$ cat src/hdl/hlbs_pkg.sv
`timescale 1ns / 1ps
// -----------------------------------------------------------------------------
// hlbs_pkg
// Shared types and constants of the hysteresis LED bar status unit.
// -----------------------------------------------------------------------------
package hlbs_pkg;

   localparam int TEMP_W     = 12;
   localparam int MODE_W     = 3;
   localparam int MARGIN_W   = 8;
   localparam int INTERVAL_W = 16;
   localparam int LEVEL_W    = 3;
   localparam int PATTERN_W  = 8;
   // threshold +/- margin, no overflow possible
   localparam int SUM_W      = TEMP_W + 2;

   localparam int REQ_DATA_W = 24;
   localparam int RSP_DATA_W = 16;
   localparam int CSR_ADDR_W = 3;
   localparam int CSR_DATA_W = 16;

   localparam logic [CSR_ADDR_W-1:0] CSR_LEVEL_ONE   = 3'd0;
   localparam logic [CSR_ADDR_W-1:0] CSR_LEVEL_TWO   = 3'd1;
   localparam logic [CSR_ADDR_W-1:0] CSR_LEVEL_THREE = 3'd2;
   localparam logic [CSR_ADDR_W-1:0] CSR_MARGIN      = 3'd3;
   localparam logic [CSR_ADDR_W-1:0] CSR_INTERVAL    = 3'd4;

   localparam logic [LEVEL_W-1:0] LEVEL_UNSET = 3'd0;
   localparam logic [LEVEL_W-1:0] LEVEL_1     = 3'd1;
   localparam logic [LEVEL_W-1:0] LEVEL_2     = 3'd2;
   localparam logic [LEVEL_W-1:0] LEVEL_3     = 3'd3;
   localparam logic [LEVEL_W-1:0] LEVEL_4     = 3'd4;

   localparam logic [PATTERN_W-1:0] BAR_LEVEL_1 = 8'b0000_0000;
   localparam logic [PATTERN_W-1:0] BAR_LEVEL_2 = 8'b1000_0000;
   localparam logic [PATTERN_W-1:0] BAR_LEVEL_3 = 8'b1100_0000;
   localparam logic [PATTERN_W-1:0] BAR_LEVEL_4 = 8'b1110_0000;

   localparam logic [MODE_W-1:0] MODE_LAST_LIT = 3'd2;

   typedef struct packed {
      logic signed [TEMP_W-1:0]  thr_one;
      logic signed [TEMP_W-1:0]  thr_two;
      logic signed [TEMP_W-1:0]  thr_three;
      logic [MARGIN_W-1:0]       margin;
      logic [INTERVAL_W-1:0]     interval;
   } cfg_type;

   typedef struct packed {
      logic signed [TEMP_W-1:0] temp_difference;
      logic [MODE_W-1:0]        display_mode;
      logic                     pump_fault;
      logic                     general_fault;
   } item_type;

endpackage

$ cat src/hdl/hysteresis_led_bar_status_unit.sv
`timescale 1ns / 1ps
// -----------------------------------------------------------------------------
// hysteresis_led_bar_status_unit
// Temperature-difference LED bar with hysteresis, mode/fault LEDs and refresh.
// -----------------------------------------------------------------------------
// Takes one update word per cycle while rsp_ is not stalled and returns one
// result word per update. A word accepted on req_ lands in an input register;
// from there the level sort, hysteresis step, LED byte and refresh decision
// are evaluated and written to the result register when it is free or
// draining, and the result register presents the result word on rsp_.
// Throughput is one word per clock while rsp_ is not stalled, limited only by
// the single input register and the result register; the held level,
// previous pattern and repeat counter update in the same cycle the result is
// written, so consecutive words see each other's state with no bubble.
// Backpressure on rsp_ holds the result register and then the input
// register. Configuration writes take effect the cycle after csr_we and are
// expected only while no update is in flight.
module hysteresis_led_bar_status_unit (
   input  logic                               clock,
   input  logic                               reset,
   // req_tdata, low bit up: temp_difference[11:0], display_mode[14:12],
   // pump_fault[15], general_fault[16], zero fill [23:17]
   input  logic                               req_tvalid,
   output logic                               req_tready,
   input  logic [hlbs_pkg::REQ_DATA_W-1:0]    req_tdata,
   // rsp_tdata, low bit up: led_pattern[7:0], shown_level[10:8],
   // refresh[11], zero fill [15:12]
   output logic                               rsp_tvalid,
   input  logic                               rsp_tready,
   output logic [hlbs_pkg::RSP_DATA_W-1:0]    rsp_tdata,
   // register write port
   input  logic                               csr_we,
   input  logic [hlbs_pkg::CSR_ADDR_W-1:0]    csr_addr,
   input  logic [hlbs_pkg::CSR_DATA_W-1:0]    csr_wdata
);
   import hlbs_pkg::*;

   cfg_type              cfg_ff;
   logic                 s1_valid_ff;
   item_type             s1_item_ff;
   logic                 rsp_valid_ff;
   logic [RSP_DATA_W-1:0] rsp_data_ff;

   logic                 advance;
   logic                 step;
   logic [LEVEL_W-1:0]   level;
   logic [PATTERN_W-1:0] pattern;
   logic                 refresh;

   // result register free or draining this cycle
   assign advance    = !rsp_valid_ff || rsp_tready;
   assign step       = s1_valid_ff && advance;
   assign req_tready = !s1_valid_ff || advance;
   assign rsp_tvalid = rsp_valid_ff;
   assign rsp_tdata  = rsp_data_ff;

   // configuration registers
   always_ff @(posedge clock) begin
      if (reset) begin
         cfg_ff.thr_one   <= 12'sd32;
         cfg_ff.thr_two   <= 12'sd96;
         cfg_ff.thr_three <= 12'sd160;
         cfg_ff.margin    <= 8'd8;
         cfg_ff.interval  <= 16'd10;
      end else if (csr_we) begin
         case (csr_addr)
            CSR_LEVEL_ONE:   cfg_ff.thr_one   <= $signed(csr_wdata[TEMP_W-1:0]);
            CSR_LEVEL_TWO:   cfg_ff.thr_two   <= $signed(csr_wdata[TEMP_W-1:0]);
            CSR_LEVEL_THREE: cfg_ff.thr_three <= $signed(csr_wdata[TEMP_W-1:0]);
            CSR_MARGIN:      cfg_ff.margin    <= csr_wdata[MARGIN_W-1:0];
            CSR_INTERVAL:    cfg_ff.interval  <= csr_wdata[INTERVAL_W-1:0];
            default: ;
         endcase
      end
   end

   // input register
   always_ff @(posedge clock) begin
      if (reset) begin
         s1_valid_ff <= 1'b0;
      end else if (req_tready) begin
         s1_valid_ff <= req_tvalid;
      end
   end

   always_ff @(posedge clock) begin
      if (req_tvalid && req_tready) begin
         s1_item_ff.temp_difference <= $signed(req_tdata[11:0]);
         s1_item_ff.display_mode    <= req_tdata[14:12];
         s1_item_ff.pump_fault      <= req_tdata[15];
         s1_item_ff.general_fault   <= req_tdata[16];
      end
   end

   hlbs_level u_level (
      .clock           (clock),
      .reset           (reset),
      .step            (step),
      .temp_difference (s1_item_ff.temp_difference),
      .cfg             (cfg_ff),
      .level_in        (level)
   );

   hlbs_pattern u_pattern (
      .clock         (clock),
      .reset         (reset),
      .step          (step),
      .level         (level),
      .display_mode  (s1_item_ff.display_mode),
      .pump_fault    (s1_item_ff.pump_fault),
      .general_fault (s1_item_ff.general_fault),
      .interval      (cfg_ff.interval),
      .pattern       (pattern),
      .refresh       (refresh)
   );

   // result register
   always_ff @(posedge clock) begin
      if (reset) begin
         rsp_valid_ff <= 1'b0;
      end else if (advance) begin
         rsp_valid_ff <= s1_valid_ff;
      end
   end

   always_ff @(posedge clock) begin
      if (step) begin
         rsp_data_ff <= {4'b0, refresh, level, pattern};
      end
   end

endmodule

$ cat src/hdl/hlbs_level.sv
`timescale 1ns / 1ps
// -----------------------------------------------------------------------------
// hlbs_level
// Plain level sort and held level with hysteresis, one step per word.
// -----------------------------------------------------------------------------
module hlbs_level (
   input  logic                                 clock,
   input  logic                                 reset,
   input  logic                                 step,
   input  logic signed [hlbs_pkg::TEMP_W-1:0]   temp_difference,
   input  hlbs_pkg::cfg_type                    cfg,
   output logic [hlbs_pkg::LEVEL_W-1:0]         level_in
);
   import hlbs_pkg::*;

   logic [LEVEL_W-1:0]      held_ff;
   logic [LEVEL_W-1:0]      plain;
   logic [LEVEL_W-1:0]      cur;
   logic signed [SUM_W-1:0] t_ext;
   logic signed [SUM_W-1:0] m_ext;
   logic signed [SUM_W-1:0] one_up, one_dn, two_up, two_dn, three_up, three_dn;

   always_comb begin
      t_ext    = SUM_W'(temp_difference);
      m_ext    = $signed({{(SUM_W-MARGIN_W){1'b0}}, cfg.margin});
      one_up   = SUM_W'(cfg.thr_one) + m_ext;
      one_dn   = SUM_W'(cfg.thr_one) - m_ext;
      two_up   = SUM_W'(cfg.thr_two) + m_ext;
      two_dn   = SUM_W'(cfg.thr_two) - m_ext;
      three_up = SUM_W'(cfg.thr_three) + m_ext;
      three_dn = SUM_W'(cfg.thr_three) - m_ext;

      if (temp_difference < cfg.thr_one) begin
         plain = LEVEL_1;
      end else if (temp_difference < cfg.thr_two) begin
         plain = LEVEL_2;
      end else if (temp_difference < cfg.thr_three) begin
         plain = LEVEL_3;
      end else begin
         plain = LEVEL_4;
      end

      cur      = (held_ff == LEVEL_UNSET) ? plain : held_ff;
      level_in = cur;
      if (cur != plain) begin
         case (cur)
            LEVEL_1: begin
               if (t_ext > one_up) level_in = LEVEL_2;
            end
            LEVEL_2: begin
               // down wins when both hold
               if (t_ext < one_dn) level_in = LEVEL_1;
               else if (t_ext > two_up) level_in = LEVEL_3;
            end
            LEVEL_3: begin
               if (t_ext < two_dn) level_in = LEVEL_2;
               else if (t_ext > three_up) level_in = LEVEL_4;
            end
            default: begin
               if (t_ext < three_dn) level_in = LEVEL_3;
            end
         endcase
      end
   end

   always_ff @(posedge clock) begin
      if (reset) begin
         held_ff <= LEVEL_UNSET;
      end else if (step) begin
         held_ff <= level_in;
      end
   end

endmodule

$ cat src/hdl/hlbs_pattern.sv
`timescale 1ns / 1ps
// -----------------------------------------------------------------------------
// hlbs_pattern
// LED byte build and refresh request with the repeat counter.
// -----------------------------------------------------------------------------
module hlbs_pattern (
   input  logic                                 clock,
   input  logic                                 reset,
   input  logic                                 step,
   input  logic [hlbs_pkg::LEVEL_W-1:0]         level,
   input  logic [hlbs_pkg::MODE_W-1:0]          display_mode,
   input  logic                                 pump_fault,
   input  logic                                 general_fault,
   input  logic [hlbs_pkg::INTERVAL_W-1:0]      interval,
   output logic [hlbs_pkg::PATTERN_W-1:0]       pattern,
   output logic                                 refresh
);
   import hlbs_pkg::*;

   logic [PATTERN_W-1:0]  prev_ff;
   logic [INTERVAL_W-1:0] count_ff;
   logic [INTERVAL_W-1:0] count_in;
   logic [INTERVAL_W-1:0] count_inc;
   logic [PATTERN_W-1:0]  bar;
   logic [PATTERN_W-1:0]  mode_led;

   always_comb begin
      case (level)
         LEVEL_1: bar = BAR_LEVEL_1;
         LEVEL_2: bar = BAR_LEVEL_2;
         LEVEL_3: bar = BAR_LEVEL_3;
         default: bar = BAR_LEVEL_4;
      endcase
      mode_led = '0;
      if (display_mode <= MODE_LAST_LIT) begin
         mode_led[3'd2 + display_mode] = 1'b1;
      end
      pattern = bar | mode_led | {6'b0, general_fault, pump_fault};

      count_inc = count_ff + 1'b1;
      if (pattern != prev_ff) begin
         count_in = '0;
         refresh  = 1'b1;
      end else if (count_inc >= interval) begin
         count_in = '0;
         refresh  = 1'b1;
      end else begin
         count_in = count_inc;
         refresh  = 1'b0;
      end
   end

   always_ff @(posedge clock) begin
      if (reset) begin
         prev_ff  <= '0;
         count_ff <= '0;
      end else if (step) begin
         prev_ff  <= pattern;
         count_ff <= count_in;
      end
   end

endmodule

$ cat config.mk
export PLATFORM = sky130hd
export DESIGN_NAME = hysteresis_led_bar_status_unit
export DESIGN_NICKNAME = d
export VERILOG_FILES = /design/src/hdl/hlbs_pkg.sv /design/src/hdl/hysteresis_led_bar_status_unit.sv /design/src/hdl/hlbs_level.sv /design/src/hdl/hlbs_pattern.sv
export SDC_FILE = /design/constraint.sdc
export NUM_CORES = 1
export LEC_CHECK = 0
export BUFFER_PORTS_ARGS = -buffer_cell sky130_fd_sc_hd__buf_4
export CAP_MARGIN = 20
export CORE_UTILIZATION = 55
export DETAILED_ROUTE_END_ITERATION = 12
export GPL_ROUTABILITY_DRIVEN = 0
export PLACE_DENSITY = 0.86
export SYNTH_ARGS = -nofsm -noshare
export SYNTH_HDL_FRONTEND = slang
export SYNTH_SLANG_ARGS = --single-unit
$ cat constraint.sdc
create_clock -name clock -period 12.4 [get_ports clock]
set_input_delay 2.48 -clock clock [delete_from_list [all_inputs] [get_ports clock]]
set_output_delay 2.48 -clock clock [all_outputs]
set_load 0.005 [all_outputs]
==> results by stage <==
Outcome:
- The run finished with clean final reports.

STA:
- The final setup violation count is 0.
- The worst path meets setup with approximately 6.5 ns of slack.
- Summed over all failing endpoints, the final setup total negative slack is 0 ns.
- Clock skew on the completed layout was measured at 0.00894 ns.
- The worst hold margin is 0.455 ns.
- Setup repair after global routing left no endpoint under its margin.
- The actual slew at the worst max-slew pin is 1.07 ns.
- The number of endpoints with negative hold slack in the final report was 0.
- The max-slew headroom at the worst pin is roughly 28%.
- The share of the clock period used by the worst path is 47.5%.
- The minimum clock period after layout is ~5.9 ns.
- The number of pins with negative max-slew slack in the final report was 0.
- The peak clock frequency supported by timing is 170 MHz.

Logic synthesis:
- Sequential cells were found to cover 27.1% of the synthesized design area.
- The post-synthesis instance area is 0.00980 sq mm.
- The average footprint of a synthesized cell is ~8 sq um.
- Counting distinct cell types in the post-synthesis netlist gives 70.
- The warning count from the yosys run is 0.
- Among all flip-flop cells after synthesis, the most frequent one is sky130_fd_sc_hd__dfxtp_1.
- The fraction of synthesized cell area taken by the top area cell type is 22.1%.
- The number of synthesized flops with an enable pin is 29.
- By area the synthesized netlist is led by sky130_fd_sc_hd__ha_1, sky130_fd_sc_hd__dfxtp_1, sky130_fd_sc_hd__edfxtp_1, sky130_fd_sc_hd__nand2_1, sky130_fd_sc_hd__a21oi_1.
- The async set-reset flop share out of synthesis is 0%.
- The number of instances in the synthesized netlist is roughly 1200.
- The largest total area in the synthesized netlist belongs to sky130_fd_sc_hd__ha_1.
- Synthesis inferred approximately 120 register bits.

Route:
- The first routing iteration left 491 violations.
- After detailed routing, the number of vias per cell comes to 5.88.
- In the routed design, unresolved DRC markers number 0.
- The total via count in the routed design is approximately 8600.
- The total wire length is around 24000 um.
- The remaining antenna violation count is 0.
- The average detailed-routed wire length per instance is 16.6 um.
- The number of search-and-repair iterations in the first detailed-routing pass is 5.

Global route:
- The fraction of met3 tracks used by global routing is under 10%.
- The leftover overflow at the end of global routing is 0.
- Global routing used slightly below 50% of the available met2 tracks.
- The first-pass GRT wire length is just under 40000 um.
- The via count of the first global-routing pass is around 8500.
- The initial antenna violation count is 0.
- The met1 demand-to-capacity share in global routing is 31.6%.
- Entering global routing, the biggest net connects 76 pins.
- The layer carrying the most global-route usage is met2.
- The all-layer global routing usage is between 20% and 30%.

Finish:
- The number of cells in the finished layout apart from fillers is 1465.
- The area overhead of the layout relative to synthesis is 11.4%.
- The filler cell count is 1367.
- The count of nets after finishing is roughly 1500.
- The utilization after layout is 62.9%.
- The number of antenna diodes in the final layout is 0.
- Of the cells placed in the final design, the portion with a size suffix greater than 1 is 8.47%.
- After routing the design area is 0.0109 sq mm.

Clock tree:
- Clock-pin slew was measured on the worst setup and hold paths at 0.05 ns.
- The clock passes through at most 2 buffers.
- Once the clock tree was built, the resizer swapped 0 gates to a different size.
- In this run the number of H-tree levels came out at 4.
- In this run the post-CTS setup repair buffer count came out at 0.
- TritonCTS built the clock tree.
- The number of sinks on the clock net is about 120.
- For this design, the CTS-stage hold fixing added 0 buffers.
- The clock tree root driver cell is sky130_fd_sc_hd__clkbuf_16.
- The later pin in the worst-skew pair is clocked with a latency of 0.42 ns.
- The TritonCTS buffer count is 17.

Power and ir drop:
- The design draws 1.16 mW.
- Across the VDD grid, the largest voltage drop is 129 uV.
- The static leakage is between 4 and 5 nW.
- Power spread over the standard cell area amounts to 106 mW/mm^2.

Floorplanning:
- The floorplan has 48 rows.
- Pin placement for this block handled 66 I/O pins.
- The overall die width is 135 um.
- The placeable core region is ~0.017 sq mm.
- The die is 135 um tall.
- The die covers roughly 0.018 sq mm.
- The effective utilization at floorplan is 56.5%.

Worst setup path:
- The maximum fanout encountered on the critical timing path is 16.
- The element type at the critical path end is a register.
- STA classifies the critical path startpoint as a register.
- The critical path class is reg -> reg.
- For the worst setup path, the data arrival time is 6.24 ns.
- Data on the critical path is required at its endpoint by 12.75 ns.

Placement:
- The setup slack after placement is about 6.5 ns.
- After legalization and detailed placement, the total HPWL measured 18100 um.
- The quantity of I/O buffers inserted on ports is 54.
- After detailed placement, the design holds a cell count of about 1400.
- Summing all placed instances gives a cell area of 0.0103 sq mm.

Hold path:
- The worst hold path belongs to the class reg -> reg.

Run:
- The tool flagged a number of max-cap violations equal to 0.
cell type report:
cell class,count,area (sq um),share of cell area [%]
well taps,225,282,2.58
clock buffers,20,437,4.00
repair buffers,55,417,3.82
flip-flops and latches,118,2650,24.3
inverters,102,383,3.51
clock inverters,11,158,1.44
multi-input cells,934,6580,60.3
logic make-up (layout without fill, tap and decap cells):
group / after synthesis / count (layout) / synth area share (%)
AO/OA/AOI/OAI: 264 / 264 / 17.9
other: 1 / 4 / 0.0383
flip-flops: 118 / 118 / 27.1
XOR/XNOR: 73 / 73 / 6.52
adder cells (fa/ha/maj): 179 / 179 / 23.3
multiplexers: 4 / 4 / 0.434
buffers and inverters: 146 / 188 / 5.86
AND/OR/NAND/NOR: 410 / 410 / 18.9
Yosys cell counts (3+ instances only):
library cell / n
sky130_fd_sc_hd__nor2_1: 80
sky130_fd_sc_hd__o21ai_0: 25
sky130_fd_sc_hd__a211oi_1: 12
sky130_fd_sc_hd__a21oi_1: 122
sky130_fd_sc_hd__o21bai_1: 22
sky130_fd_sc_hd__fa_1: 6
sky130_fd_sc_hd__or3_1: 6
sky130_fd_sc_hd__nor4_1: 4
sky130_fd_sc_hd__clkbuf_1: 36
sky130_fd_sc_hd__nor2b_1: 13
sky130_fd_sc_hd__a21o_1: 15
sky130_fd_sc_hd__nand2b_1: 12
sky130_fd_sc_hd__a2111oi_0: 4
sky130_fd_sc_hd__o31a_1: 3
sky130_fd_sc_hd__or2_2: 6
sky130_fd_sc_hd__and3_1: 9
sky130_fd_sc_hd__and4_1: 5
sky130_fd_sc_hd__inv_1: 101
sky130_fd_sc_hd__edfxtp_1: 29
sky130_fd_sc_hd__dfxtp_1: 89
sky130_fd_sc_hd__xnor2_1: 67
sky130_fd_sc_hd__nand4_1: 11
sky130_fd_sc_hd__nand3b_1: 7
sky130_fd_sc_hd__nand3_1: 36
sky130_fd_sc_hd__a31oi_1: 9
sky130_fd_sc_hd__o211ai_1: 5
sky130_fd_sc_hd__o21a_1: 5
sky130_fd_sc_hd__buf_4: 5
sky130_fd_sc_hd__a211o_1: 9
sky130_fd_sc_hd__ha_1: 173
sky130_fd_sc_hd__xor2_1: 6
sky130_fd_sc_hd__nor3_1: 11
sky130_fd_sc_hd__o31ai_1: 3
sky130_fd_sc_hd__nand2_1: 202
where the power goes:
group	switching [mW]	total [mW]	leakage (nW)	internal, mW
sequential	0.0207	0.431	0.997	0.411
combinational	0.133	0.230	3.33	0.0970
clock	0.169	0.501	0.285	0.332
total	0.322	1.16	4.61	0.839
cells in the final DEF, fill, tap and decap left out, types with 13 or more instances in the layout:
cell type and instances:
sky130_fd_sc_hd__nand2_1 202, sky130_fd_sc_hd__ha_1 173, sky130_fd_sc_hd__a21oi_1 122, sky130_fd_sc_hd__inv_1 101, sky130_fd_sc_hd__dfxtp_1 89, sky130_fd_sc_hd__nor2_1 80
sky130_fd_sc_hd__xnor2_1 67, sky130_fd_sc_hd__buf_4 54, sky130_fd_sc_hd__nand3_1 36, sky130_fd_sc_hd__edfxtp_1 29, sky130_fd_sc_hd__o21ai_0 25, sky130_fd_sc_hd__o21bai_1 22
sky130_fd_sc_hd__clkbuf_16 17, sky130_fd_sc_hd__a21o_1 15, sky130_fd_sc_hd__nor2b_1 13
metal layers:
layer  share of wire [%]  vias to the layer above
met1                  40                     4005
met2                  49                      324
li1                    -                     4203
met4                 4.6                        0
met3                 6.4                       89
met5                   0                        -
critical path: stages, from the launching register on:
cell and delay (ns):
sky130_fd_sc_hd__dfxtp_1 0.48, sky130_fd_sc_hd__inv_1 0.32, sky130_fd_sc_hd__ha_1 0.39, sky130_fd_sc_hd__inv_1 0.06
sky130_fd_sc_hd__a21oi_1 0.15, sky130_fd_sc_hd__nor2_1 0.05, sky130_fd_sc_hd__nor2_1 0.17, sky130_fd_sc_hd__o21bai_1 0.10
sky130_fd_sc_hd__a21oi_1 0.23, sky130_fd_sc_hd__o21bai_1 0.10, sky130_fd_sc_hd__a21oi_1 0.23, sky130_fd_sc_hd__nor2_1 0.06
sky130_fd_sc_hd__o21ai_0 0.32, sky130_fd_sc_hd__or3_1 0.18, sky130_fd_sc_hd__xnor2_1 0.07, sky130_fd_sc_hd__ha_1 0.29
sky130_fd_sc_hd__and4_1 0.22, sky130_fd_sc_hd__nand2_1 0.07, sky130_fd_sc_hd__o311ai_0 0.69, sky130_fd_sc_hd__a31oi_1 0.16
sky130_fd_sc_hd__nor3_1 0.38, sky130_fd_sc_hd__a31oi_4 0.18, sky130_fd_sc_hd__nand4bb_1 0.32, sky130_fd_sc_hd__o211ai_4 0.29
sky130_fd_sc_hd__o211ai_1 0.18, sky130_fd_sc_hd__nand2_1 0.12
worst paths after layout:
| check | cells past startpoint | end | slack (ns) | start |
|---|---|---|---|---|
| setup / recovery | 25 | u_pattern.count_ff[8] | 6.52 | cfg_ff[17] |
| hold / removal | 2 | cfg_ff[9] | 0.45 | cfg_ff[9] |
| setup reg to reg | 25 | u_pattern.count_ff[8] | 6.52 | cfg_ff[17] |
| hold reg to reg | 2 | cfg_ff[9] | 0.45 | cfg_ff[9] |
registers in the layout, indices dropped and copies added (netlist names):
register,cells
cfg_ff,60
s1_item_ff,17
u_pattern.count_ff,16
rsp_tdata,12
u_pattern.prev_ff,8
u_level.held_ff,3
rsp_tvalid,1
s1_valid_ff,1
Note: power is estimated with default switching activity, not from simulation.
